--- config.mk ---
export PLATFORM = sky130hd
export DESIGN_NAME = sync_word_frame_deframer
export DESIGN_NICKNAME = d
export VERILOG_FILES = /design/src/sv/swfd_pkg.sv /design/src/sv/sync_word_frame_deframer.sv /design/src/sv/swfd_ctrl.sv
export SDC_FILE = /design/constraint.sdc
export NUM_CORES = 1
export LEC_CHECK = 0
export BUFFER_PORTS_ARGS = -buffer_cell sky130_fd_sc_hd__buf_4
export CORE_UTILIZATION = 37
export DETAILED_ROUTE_END_ITERATION = 16
export GPL_TIMING_DRIVEN = 0
export PLACE_DENSITY = 0.57
export SLEW_MARGIN = 0
export SYNTH_ARGS = -nofsm -noshare
export SYNTH_HDL_FRONTEND = slang
export SYNTH_SLANG_ARGS = --single-unit
--- constraint.sdc ---
create_clock -name clk_i -period 21.3 [get_ports clk_i]
set_input_delay 6.39 -clock clk_i [delete_from_list [all_inputs] [get_ports clk_i]]
set_output_delay 6.39 -clock clk_i [all_outputs]
set_load 0.01 [all_outputs]
--- src/sv/swfd_pkg.sv ---
// ----------------------------------------------------------------------------
// Sync word frame deframer package
// Shared constants, the phase encoding and the control bundle that passes
// from the frame sequencer to the datapath.
// ----------------------------------------------------------------------------
package swfd_pkg;

  // Byte and word widths of the stream and of the result.
  localparam int unsigned ByteW = 8;
  localparam int unsigned WordW = 16;

  // Number of word slots on the result and number of words in one frame.
  localparam int unsigned WordSlots  = 8;
  localparam int unsigned FrameWords = 8;
  localparam int unsigned SlotW      = $clog2(WordSlots);
  localparam int unsigned CntW       = (FrameWords > 1) ? $clog2(FrameWords) : 1;

  // Value of the sync byte register after reset.
  localparam logic [ByteW-1:0] SyncReset = 8'hFF;

  // Receive phase of the deframer.
  typedef enum logic [2:0] {
    PhHunt1   = 3'd0,
    PhHunt2   = 3'd1,
    PhFirstHi = 3'd2,
    PhLo      = 3'd3,
    PhHi      = 3'd4
  } phase_e;

  // Strobes and slot index from the sequencer to the word storage.
  typedef struct packed {
    logic             hi_we;
    logic             lo_we;
    logic [SlotW-1:0] slot;
    logic             last;
    logic             done;
  } ctrl_t;

endpackage

--- src/sv/sync_word_frame_deframer.sv ---
// ----------------------------------------------------------------------------
// Sync word frame deframer
// Hunts for a frame of two or more sync bytes followed by 16-bit words sent
// high byte first, and delivers the whole frame as one transaction.
// ----------------------------------------------------------------------------
// Usage:
//   Bytes enter on the rx channel (rx_valid_i / rx_ready_o / rx_byte_i), one
//   transaction per byte. A completed frame leaves on the frame channel
//   (frame_valid_o / frame_ready_i) with all eight words side by side; words
//   past the frame length read as zero.
//   The sync byte value is written through cfg_we_i / cfg_data_i while the
//   block is idle; it takes effect on the next byte.
//   Throughput is one byte per cycle while rx_ready_o is high. The frame
//   is registered on the clock edge that accepts its last low byte.
//   The result register decouples the two sides: bytes keep flowing while a
//   frame waits. Only the byte that would close the next frame is held off
//   while the previous frame is still waiting and frame_ready_i is low.
//   Reset clears the phase to hunting, the word count, the result valid and
//   sets the sync byte to 0xFF. The word storage needs no reset since every
//   slot is written before it is delivered.
// ----------------------------------------------------------------------------
module sync_word_frame_deframer (
  input  logic                         clk_i,
  input  logic                         rst_ni,
  input  logic                         cfg_we_i,
  input  logic [swfd_pkg::ByteW-1:0]   cfg_data_i,
  input  logic                         rx_valid_i,
  output logic                         rx_ready_o,
  input  logic [swfd_pkg::ByteW-1:0]   rx_byte_i,
  output logic                         frame_valid_o,
  input  logic                         frame_ready_i,
  output logic [swfd_pkg::WordW-1:0]   word0_o,
  output logic [swfd_pkg::WordW-1:0]   word1_o,
  output logic [swfd_pkg::WordW-1:0]   word2_o,
  output logic [swfd_pkg::WordW-1:0]   word3_o,
  output logic [swfd_pkg::WordW-1:0]   word4_o,
  output logic [swfd_pkg::WordW-1:0]   word5_o,
  output logic [swfd_pkg::WordW-1:0]   word6_o,
  output logic [swfd_pkg::WordW-1:0]   word7_o
);
  import swfd_pkg::*;

  logic [ByteW-1:0] sync_q;
  logic             accept;
  logic             is_sync;
  ctrl_t            ctrl;

  logic [ByteW-1:0] hi_q [FrameWords];
  logic [ByteW-1:0] lo_q [FrameWords];
  logic [WordW-1:0] frame_d [WordSlots];
  logic [WordW-1:0] words_q [WordSlots];
  logic             valid_q, valid_d;

  // Sync byte register.
  always_ff @(posedge clk_i or negedge rst_ni) begin
    if (!rst_ni) begin
      sync_q <= SyncReset;
    end else if (cfg_we_i) begin
      sync_q <= cfg_data_i;
    end
  end

  // Hold off only the closing byte while a frame still waits downstream.
  assign rx_ready_o = !(ctrl.last && valid_q && !frame_ready_i);
  assign accept     = rx_valid_i && rx_ready_o;
  assign is_sync    = (rx_byte_i == sync_q);

  swfd_ctrl u_ctrl (
    .clk_i     (clk_i),
    .rst_ni    (rst_ni),
    .accept_i  (accept),
    .is_sync_i (is_sync),
    .ctrl_o    (ctrl)
  );

  // Word storage: high and low bytes written at the current slot.
  always_ff @(posedge clk_i) begin
    if (ctrl.hi_we) begin
      hi_q[ctrl.slot[CntW-1:0]] <= rx_byte_i;
    end
    if (ctrl.lo_we) begin
      lo_q[ctrl.slot[CntW-1:0]] <= rx_byte_i;
    end
  end

  // Assemble the result; the final low byte is merged from the input.
  for (genvar k = 0; k < WordSlots; k++) begin : g_word
    if (k < FrameWords) begin : g_used
      assign frame_d[k] = (ctrl.slot == SlotW'(k)) ? {hi_q[k], rx_byte_i}
                                                   : {hi_q[k], lo_q[k]};
    end else begin : g_unused
      assign frame_d[k] = '0;
    end
  end

  // Result valid flag.
  always_comb begin
    valid_d = valid_q;
    if (ctrl.done) begin
      valid_d = 1'b1;
    end else if (frame_ready_i) begin
      valid_d = 1'b0;
    end
  end

  always_ff @(posedge clk_i or negedge rst_ni) begin
    if (!rst_ni) begin
      valid_q <= 1'b0;
    end else begin
      valid_q <= valid_d;
    end
  end

  // Result payload register.
  always_ff @(posedge clk_i) begin
    if (ctrl.done) begin
      words_q <= frame_d;
    end
  end

  assign frame_valid_o = valid_q;
  assign word0_o       = words_q[0];
  assign word1_o       = words_q[1];
  assign word2_o       = words_q[2];
  assign word3_o       = words_q[3];
  assign word4_o       = words_q[4];
  assign word5_o       = words_q[5];
  assign word6_o       = words_q[6];
  assign word7_o       = words_q[7];

endmodule

--- src/sv/swfd_ctrl.sv ---
// ----------------------------------------------------------------------------
// Sync word frame sequencer
// Tracks the receive phase and the word count, and tells the datapath which
// byte of which word the current byte is.
// ----------------------------------------------------------------------------
module swfd_ctrl (
  input  logic                       clk_i,
  input  logic                       rst_ni,
  input  logic                       accept_i,
  input  logic                       is_sync_i,
  output swfd_pkg::ctrl_t            ctrl_o
);
  import swfd_pkg::*;

  phase_e          phase_q, phase_d;
  logic [CntW-1:0] count_q, count_d;
  logic            last_word;

  // The low byte of the final word closes the frame.
  assign last_word = (count_q == CntW'(FrameWords - 1));

  // Phase and count registers.
  always_ff @(posedge clk_i or negedge rst_ni) begin
    if (!rst_ni) begin
      phase_q <= PhHunt1;
      count_q <= '0;
    end else begin
      phase_q <= phase_d;
      count_q <= count_d;
    end
  end

  // Next phase and next word count for an accepted byte.
  always_comb begin
    phase_d = phase_q;
    count_d = count_q;
    if (accept_i) begin
      unique case (phase_q)
        PhHunt1: begin
          if (is_sync_i) phase_d = PhHunt2;
        end
        PhHunt2: begin
          phase_d = is_sync_i ? PhFirstHi : PhHunt1;
        end
        PhFirstHi: begin
          count_d = '0;
          if (!is_sync_i) phase_d = PhLo;
        end
        PhLo: begin
          if (last_word) begin
            phase_d = PhHunt1;
          end else begin
            count_d = count_q + CntW'(1);
            phase_d = PhHi;
          end
        end
        PhHi: begin
          phase_d = is_sync_i ? PhHunt2 : PhLo;
        end
        default: begin
          phase_d = PhHunt1;
        end
      endcase
    end
  end

  // Strobes for the word storage and the result register.
  always_comb begin
    ctrl_o.hi_we = accept_i && !is_sync_i && ((phase_q == PhFirstHi) || (phase_q == PhHi));
    ctrl_o.lo_we = accept_i && (phase_q == PhLo);
    ctrl_o.slot  = (phase_q == PhFirstHi) ? '0 : SlotW'(count_q);
    ctrl_o.last  = (phase_q == PhLo) && last_word;
    ctrl_o.done  = ctrl_o.lo_we && last_word;
  end

endmodule

# ---- Yosys cells after proc, flatten, opt, wreduce, memory -nomap -nowiden
# Memories as Yosys holds them, arrays and structs flattened. A register that Yosys moved wholly into a read port is not among the register bits.
# Cells that the tools add are included.
dict set report word_totals {
  mem_bits_rw 128
  memories 2
  mem_bits_ro 0
  reg_bits 15
  inputBits 21
  latch_bits 0
  wordCells 48
}
# memory words width read_ports rd_ports_with_merged_regs write_ports line_no
set memory_table {}
lappend memory_table {hi_q 8 8 8 8 1 sync_word_frame_deframer.sv:48} ;# logic [ByteW-1:0] hi_q [FrameWords];
lappend memory_table {lo_q 8 8 8 8 1 sync_word_frame_deframer.sv:49} ;# logic [ByteW-1:0] lo_q [FrameWords];
dict set report op_classes {
  muxes 15
  n_addsub 1
  n_eq_ne 9
  n_lt_le_gt_ge 0
  n_bitwise 0
  n_shift 0
  n_mul 0
  div_mod_pow 0
  reduce_logical 17
}
# op n
set op_table {}
lappend op_table {{3-bit 2-to-1 mux} 5}
lappend op_table {{3-bit one-hot mux with 5 select lines} 1}
lappend op_table {{8-bit equality test} 1}
lappend op_table {{1-bit logical AND} 8}
lappend op_table {{3-bit by 2-bit equality test with 1-bit output (second input constant)} 2}
lappend op_table {{3-bit equality test (second input constant)} 2}
lappend op_table {{1-bit 2-to-1 mux} 6}
lappend op_table {{3-bit one-hot mux with 2 select lines} 1}
lappend op_table {{3-bit AND reduction} 2}
lappend op_table {{2-bit 2-to-1 mux} 2}
lappend op_table {{2-bit != test (second input constant)} 2}
lappend op_table {{2-bit nonzero test} 2}
lappend op_table {{3-bit by 1-bit adder with 3-bit output (second input constant)} 1}
lappend op_table {{3-bit by 1-bit equality test with 1-bit output (second input constant)} 1}
lappend op_table {{1-bit zero test} 3}
lappend op_table {{3-bit zero test} 1}
lappend op_table {{2-bit by 1-bit != test with 1-bit output (second input constant)} 1}
lappend op_table {{1-bit logical OR} 1}

# ---- Longest topological paths before layout
# Gate-level depths: netlist of the first run.
dict set report depth {
  ltp_word 10
  depth_mapped 7
  ltp_nobuf 6
}

# ---- By module
# From an unflattened synthesis of the first run, not the netlist that was laid out.
dict set report hier_totals {
  cells_unflattened 440
  hier_area_um2 9530.4
}
# mod seq_area_each_um2 area_each_um2 cells_each n_inst
set by_module_without_submodules {}
lappend by_module_without_submodules {sync_word_frame_deframer 7922.6 9120.0 393 1}
lappend by_module_without_submodules {swfd_ctrl 150.1 410.4 47 1}

# ---- Worst setup path after synthesis of the first run
# Ideal clock, no wire load.
dict set report synth_path {
  kind {input to output}
  startpoint {in frame_ready_i}
  endpoint {out rx_ready_o}
  cell_stages 2
  t_arrival_ps 6957
  path_buffers 0
  required_ps 14910
  path_slack_ps 7953
  cell_sequence {nand4b_1 > or2_2}
}
dict set report synth_between {
  elab_chain_len 3
}
# element line_no
set synth_lines {}
lappend synth_lines {{start: declaration} sync_word_frame_deframer.sv:31} ;# input logic frame_ready_i,
lappend synth_lines {{1-bit zero test} sync_word_frame_deframer.sv:64} ;# assign rx_ready_o = !(ctrl.last && valid_q && !frame_ready_i);
lappend synth_lines {{1-bit logical AND} sync_word_frame_deframer.sv:64}
lappend synth_lines {{1-bit zero test} sync_word_frame_deframer.sv:64}
lappend synth_lines {{end: declaration} sync_word_frame_deframer.sv:28} ;# output logic rx_ready_o,
# Every way passes these cells.

# ---- Worst setup path in the final report of the first run
# Same ends and word-level chain as after synthesis.

==> impl_metrics.ini, run 1 <==
[final_layout]
layout.cells.most_common = edfxtp_1
drive_gt1_frac = 0.4310
insertedDiodeCount = 0
area_growth_pct = 28.10
most-common-layout-cells = edfxtp_1 (256), buf_4 (154), clkbuf_16 (29), mux2_2 (25)
stdcell_count = 913
num-nets-final = 597
post-route-cell-area_mm2 = 0.01158

[power_and_ir_drop]
power_uw = 1136
power.density_mw_per_mm2 = 98.11
p_leak_uw = 0.004045
worst_ir_drop_vdd_v = 0.00003989

[placed_design]
place_congestion = 0.7624
place.detailed.hpwl_um = 10370
placed_cells = 863
dp_slack_ps = 7674
post_dp_cell_area_mm2 = 0.01070
buffer_ports.inserted = 148

[critical_path]
critical_path_class = input pin to output pin
rr_worst_depth = 7
r2r_start = u_ctrl.count_q[0]$_DFFE_PN0P_
worst-endpoint-arrival_ps = 7240
cpMaxStageDelayCell = or2_2
path_common_cell = buf_4
worstReg2RegEnd = word4_o[11]$_DFFE_PP_
worst_setup_path_end_kind = output pin
critical_path.startpoint_type = input pin
cp_max_fo = 3
worstPathCellList = buf_4 -> nand4b_1 -> or2_2 -> buf_4
critical_path.max_stage_delay_ps = 340
timing.critical_path.required_ps = 14910
setup_slack_of_the_most_critical_reg_to_reg_path_ps = 18180

[logic_synthesis]
synth_mux_area_frac = 0.04444
ys_types = 36
yosys.area_share.simple = 0.03502
post_synth_xor_area_fraction = 0.008721
synth.avg_cell_area_um2 = 23.30
syn-cell-area_mm2 = 0.009039
share_of_the_synthesized_area_in_compound_gates_ao_oa_aoi_oai = 0.01038
async_flop_share = 0.05535
netlist_top_cells_area = edfxtp_1 (85%), mux2_2 (3.1%), dfstp_2 (2.3%), dfrtp_1 (1.9%), mux2_4 (1.3%)
synth.net_count = 411
synth_top_family_by_area = multiplexers
synth_cells = 388
yosys_register_bits = 271
synthAdderAreaFrac = 0.002769
synth_warnings = 0
edff_count_synth = 256
ys_seq_area_frac = 0.8931
synthDominantCellAreaShare = 0.8505
synth_largest_area_cell = edfxtp_1
ys.flop_type = edfxtp_1

[floorplan]
horizontal_extent_of_the_die_um = 158.3
dieArea_mm2 = 0.02506
placementRows = 56
core_area_mm2 = 0.02368
io-pin-count = 151
start_util = 0.3817
chipHeight_um = 158.3

[global_routing]
grt.total_usage = 0.1368
grt_pass1_wl_um = 25000
antenna_found_initial = 0
grt_max_degree = 42
first_global_vias = 4223
global_route_overflow = 0

[sta]
grt_setup_unrepaired = false
post_route_minimum_period_ps = 13630
final_min_period_over_clock_period = 0.6401
final-hold-violation-count = 0
maxSlewViolCount = 0
worst_clock_skew_on_the_final_layout_ps = 11.31
finalSetupViolCount = 0
fmaxAchievable_mhz = 73.35
post_route_worst_setup_slack_ps = 7667
worstMarginPinSlew_ps = 1365
maxSlewHeadroom = 0.08271
setup-tns-final_ps = 0

[worst_hold_path]
hold-path-endpoint = word3_o[3]$_DFFE_PP_
hold_start = lo_q[3][3]$_DFFE_PP_
hold_path_class = flip-flop to flip-flop
worstHoldPathCells = 0

[outcome]
status = completed

[clock_tree]
tritoncts = yes
cts.hold.buffers_added = 0
post-cts-setup-buffer-count = 0
cts.root.buffer_cell = clkbuf_16
worst_skew_pair_later_pin_latency_ps = 520
cts-htree-levels = 1
worst_path_clk_slew_ps = 60
cts_buffers = 28
cts_buffer_depth = 3
tritoncts_num_sinks = 271
post_cts.resized_instances = 0

[flow_run]
drv.max_cap_violation_count = 0

[detailed_routing]
vias = 4154
post_drt_via_cell_ratio = 4.550
antenna_left = 0
number_of_violations_reported_at_the_end_of_detailed_routing_iteration_0 = 207
drt-pass1-iter-count = 4
route.detailed.wl_per_inst_um = 18.71
finalWirelength_um = 17090
drc = 0
-- sequential cells by signal, summed over array words and instances, names as in the netlist, 3 cells and up --
signal / cells
hi_q: 64
lo_q: 64
word0_o: 16
word1_o: 16
word2_o: 16
word3_o: 16
word4_o: 16
word5_o: 16
word6_o: 16
word7_o: 16
sync_q: 8
u_ctrl.count_q: 3
u_ctrl.phase_q: 3
-- cells in the mapped netlist (all sizes together), types with 3 or more instances --
cell type  number
nor3            7
nor2           10
a22o            5
inv             5
mux2           33
nand2b          3
nand2           6
edfxtp        256
dfstp           8
buf             3
dfrtp           7
xnor2           8
o21ai           3
nor4            9
-- critical path: cells and delay by family --
| kind | cells | cell delay (ps) |
|---|---|---|
| AND/OR/NAND/NOR | 2 | 600 |
| buffers and inverters | 2 | 260 |
-- layout make-up --
| type | count | area [um^2] |
|---|---|---|
| Clock inverter | 14 | 123.9 |
| Multi-Input combinational cell | 107 | 972.2 |
| Fill cell | 2014 | 12100 |
| Sequential cell | 271 | 8073 |
| Timing Repair Buffer | 156 | 1209 |
| Clock buffer | 36 | 752.0 |
| Tap cell | 319 | 399.1 |
| Buffer | 5 | 31.28 |
| Inverter | 5 | 18.77 |
-- how the worst max path moves through the flow --
| stage | from | cells after the start | end | slack, ps |
|---|---|---|---|---|
| after floorplan | frame_ready_i | 2 | rx_ready_o | 7950 |
| after global placement | frame_ready_i | 4 | word7_o[3]$_DFFE_PP_ | 6120 |
| after detailed placement | frame_ready_i | 4 | rx_ready_o | 7670 |
| after CTS | frame_ready_i | 4 | rx_ready_o | 7660 |
| after global routing | frame_ready_i | 4 | rx_ready_o | 7620 |
| final | frame_ready_i | 4 | rx_ready_o | 7670 |
-- through the flow --
step                      hold WS, ps  utilization
final                           413.1       0.4889
after global routing            419.2       0.4889
after CTS                       414.0       0.4889
after detailed placement        404.5       0.4519
after global placement          402.8       0.4454
after floorplan                 400.3            -
-- power breakdown --
group | switching, uW | leakage [uW] | internal [uW]
clock network | 189 | 0.000434 | 272
logic | 44.3 | 0.00113 | 21.2
registers | 9.41 | 0.00248 | 600
-- layer usage --
| layer | up-vias | share of wire | track usage | wire [um] |
|---|---|---|---|---|
| li1 | 1928 | - | - | - |
| met1 | 2053 | 0.44 | 0.1830 | 7499 |
| met4 | 0 | 0.022 | 0.04441 | 381 |
| met5 | - | 0 | 0 | 0 |
| met2 | 138 | 0.49 | 0.2251 | 8292 |
| met3 | 35 | 0.053 | 0.02640 | 912 |
-- cell families (layout without fill, tap and decap cells) --
| kind of cell | after synthesis | after routing |
|---|---|---|
| AOI/OAI and AO/OA | 13 | 13 |
| muxes | 33 | 33 |
| DFF | 271 | 271 |
| adders and majority gates | 2 | 2 |
| and+or+nand+nor | 50 | 50 |
| xor gates and xnor gates | 9 | 9 |
| buffers and inverters | 10 | 216 |
(Power assumes the default switching activity.)
==> inputs of run 2 (changes only) <==
--- a/config.mk
+++ b/config.mk
@@ -5,6 +5,7 @@
 export SDC_FILE = /design/constraint.sdc
 export NUM_CORES = 1
 export LEC_CHECK = 0
+export ABC_AREA = 1
 export BUFFER_PORTS_ARGS = -buffer_cell sky130_fd_sc_hd__buf_4
 export CORE_UTILIZATION = 37
 export DETAILED_ROUTE_END_ITERATION = 16
==> constraint.sdc (replaced) <==
create_clock -name clk_i -period 12.73 [get_ports clk_i]
set_input_delay 3.819 -clock clk_i [delete_from_list [all_inputs] [get_ports clk_i]]
set_output_delay 3.819 -clock clk_i [all_outputs]
set_load 0.01 [all_outputs]
==> run 2 against run 1 <==
Compared with the run above:
- sequential power grew 61%
- count of clock-buffer cells in the layout shrank 6
- final cell count grew 6.7%
- clock skew shrank 1.4 ps
- synthesized area shrank 0.12%
- first-iteration DRC count grew 29%
- synthesized cell count grew 18%
- worst setup slack lost 3300 ps
- global-route usage grew 0.93 points
- routed wire length grew 5.3%
- clock power grew 68%
- sequential share of layout area grew 0.77 points
- critical path type unchanged
- largest cell class unchanged
==> impl_metrics.ini, run 2 <==
[outcome]
status = completed

[global_routing]
grt.total_usage = 0.1461
antenna_found_initial = 0
global_route_overflow = 0
grt_pass1_wl_um = 26770
grt_max_degree = 88
first_global_vias = 4579

[critical_path]
worstReg2RegEnd = hi_q[5][4]$_DFFE_PP_
critical_path_class = input pin to output pin
cp_max_fo = 2
path_buf_inv = 3
timing.critical_path.required_ps = 8910
worst-endpoint-arrival_ps = 4550
r2r_start = u_ctrl.count_q[1]$_DFFE_PN0P_
critical_path.startpoint_type = input pin
rr_worst_depth = 6
critPathTopFamily = simple AND/OR/NAND/NOR gates
path_common_cell = buf_4
worstPathCellList = buf_4 -> inv_1 -> nand3_1 -> or2_2 -> buf_4
setup_slack_of_the_most_critical_reg_to_reg_path_ps = 9850
critical_path.max_stage_delay_ps = 300
worst_setup_path_end_kind = output pin
cpMaxStageDelayCell = or2_2

[placed_design]
place.detailed.hpwl_um = 11040
place_congestion = 0.8039
buffer_ports.inserted = 150
placed_cells = 927

[detailed_routing]
vias = 4457
drc = 0
route.detailed.wl_per_inst_um = 18.47
post_drt_via_cell_ratio = 4.576
number_of_violations_reported_at_the_end_of_detailed_routing_iteration_0 = 266
drt-pass1-iter-count = 5
antenna_left = 0
finalWirelength_um = 17990

[logic_synthesis]
synthDominantCellAreaShare = 0.8516
synth.avg_cell_area_um2 = 19.75
ys_types = 30
netlist_top_cells_area = edfxtp_1 (85%), dfstp_2 (2.3%), dfrtp_1 (1.9%), nand2_1 (1.8%), nor2_1 (1.7%)
synth.cells.most_frequent = edfxtp_1 (256), nand2_1 (44), nor2_1 (42), a21oi_1 (23), inv_1 (22)
synth_warnings = 0
edff_count_synth = 256
dominant_cell_by_count_in_the_synthesized_netlist = edfxtp_1
synth_largest_area_cell = edfxtp_1
yosys_register_bits = 271
async_flop_share = 0.05535
synth.net_count = 480
syn-cell-area_mm2 = 0.009027
synth_cells = 457
ys.flop_type = edfxtp_1
ys_seq_area_frac = 0.8942

[sta]
post_route_minimum_period_ps = 8371
maxSlewHeadroom = 0.3137
worst_clock_skew_on_the_final_layout_ps = 9.860
finalSetupViolCount = 0
setup-tns-final_ps = 0
final_min_period_over_clock_period = 0.6576
maxSlewViolCount = 0
final-hold-violation-count = 0
worstMarginPinSlew_ps = 1026
grt_setup_unrepaired = false
fmaxAchievable_mhz = 119.5

[floorplan]
core_area_mm2 = 0.02368
placementRows = 56
horizontal_extent_of_the_die_um = 158.2
io-pin-count = 151
start_util = 0.3812
dieArea_mm2 = 0.02503
chipHeight_um = 158.2

[clock_tree]
cts.root.buffer_cell = clkbuf_16
cts-htree-levels = 1
tritoncts = yes
worst_path_clk_slew_ps = 60
cts.hold.buffers_added = 0
post-cts-setup-buffer-count = 0
worst_skew_pair_later_pin_latency_ps = 520
cts_buffer_depth = 3
cts_buffers = 27
tritoncts_num_sinks = 271
post_cts.resized_instances = 0

[final_layout]
multi_input_comb_area_um2 = 823.3
most-common-layout-cells = edfxtp_1 (256), buf_4 (150), nand2_1 (44), nor2_1 (42), clkbuf_16 (27)
num-nets-final = 660
stdcell_count = 974
insertedDiodeCount = 0
final-seq-area_mm2 = 0.008073
layout.core_utilization = 0.4836
layout.cells.most_common = edfxtp_1
area_growth_pct = 26.86
layout.filler_cells = 2002
drive_gt1_frac = 0.3481

[worst_hold_path]
worstHoldPathCells = 0
hold_path_class = flip-flop to flip-flop
hold-path-endpoint = word5_o[12]$_DFFE_PP_
hold_start = hi_q[5][4]$_DFFE_PP_

[flow_run]
drv.max_cap_violation_count = 0

[power_and_ir_drop]
p_leak_uw = 0.004115
worst_ir_drop_vdd_v = 0.00008074
power.density_mw_per_mm2 = 158.4
power_uw = 1814
==> run 2: changes by cell type after synthesis, sizes merged, moves of 3 or more <==
cell | before | now
nand3 | 2 | 10
o21ai | 3 | 9
nand2 | 6 | 47
inv | 5 | 25
mux2 | 33 | 3
xnor2 | 8 | 3
nor4 | 9 | 0
nand2b | 3 | 0
nor2 | 10 | 48
nor3 | 7 | 2
a21oi | 0 | 26
a22o | 5 | 0
==> run 2: cell type report <==
cell class / count / area share
timing repair buffer: 151 / 0.1007
clock buffer: 30 / 0.05998
multi-input combinational: 157 / 0.07189
inverter: 25 / 0.008631
tap: 319 / 0.03485
sequential: 271 / 0.7049
buffer: 4 / 0.003278
clock inverter: 17 / 0.01573
==> run 2: through the flow <==
stage	hold WS, ps	cell area [um^2]	setup slack, ps
2_1_floorplan	400.3	9027	4657
3_3_place_gp	402.7	10550	4204
3_5_place_dp	404.5	10590	4367
4_1_cts	413.1	11450	4359
5_1_grt	416.8	11450	4321
6_report	410.0	11450	4359
==> run 2: logic make-up after synthesis <==
logic type	Yosys count	share of synthesized area
adders and majority gates	2	0.002772
and+or+nand+nor	111	0.05794
AOI/OAI and AO/OA	38	0.02384
muxes	3	0.003742
buffers and inverters	29	0.01455
DFF	271	0.8942
xor gates and xnor gates	3	0.002911
==> run 2: where the power goes <==
group          total (uW)  internal (uW)  switching (uW)
Combinational        56.8           18.1            38.7
Clock                 775            451             323
Sequential            983            976            6.53
==> run 2: worst max-delay path by stage <==
| stage | startpoint | cells past startpoint | endpoint | slack [ps] |
|---|---|---|---|---|
| 2_1_floorplan | frame_ready_i | 3 | rx_ready_o | 4660 |
| 3_3_place_gp | frame_ready_i | 8 | word5_o[6]$_DFFE_PP_ | 4200 |
| 3_5_place_dp | frame_ready_i | 5 | rx_ready_o | 4370 |
| 4_1_cts | frame_ready_i | 5 | rx_ready_o | 4360 |
| 5_1_grt | frame_ready_i | 5 | rx_ready_o | 4320 |
| 6_report | frame_ready_i | 5 | rx_ready_o | 4360 |
==> run 2: per-layer routing <==
layer  up-vias  track usage  wire length [um]
met2       162       0.2406              8617
met1      2215       0.1977              7842
met3        25      0.02792              1272
li1       2055            -                 -
met4         0      0.04029               257
met5         -            0                 0
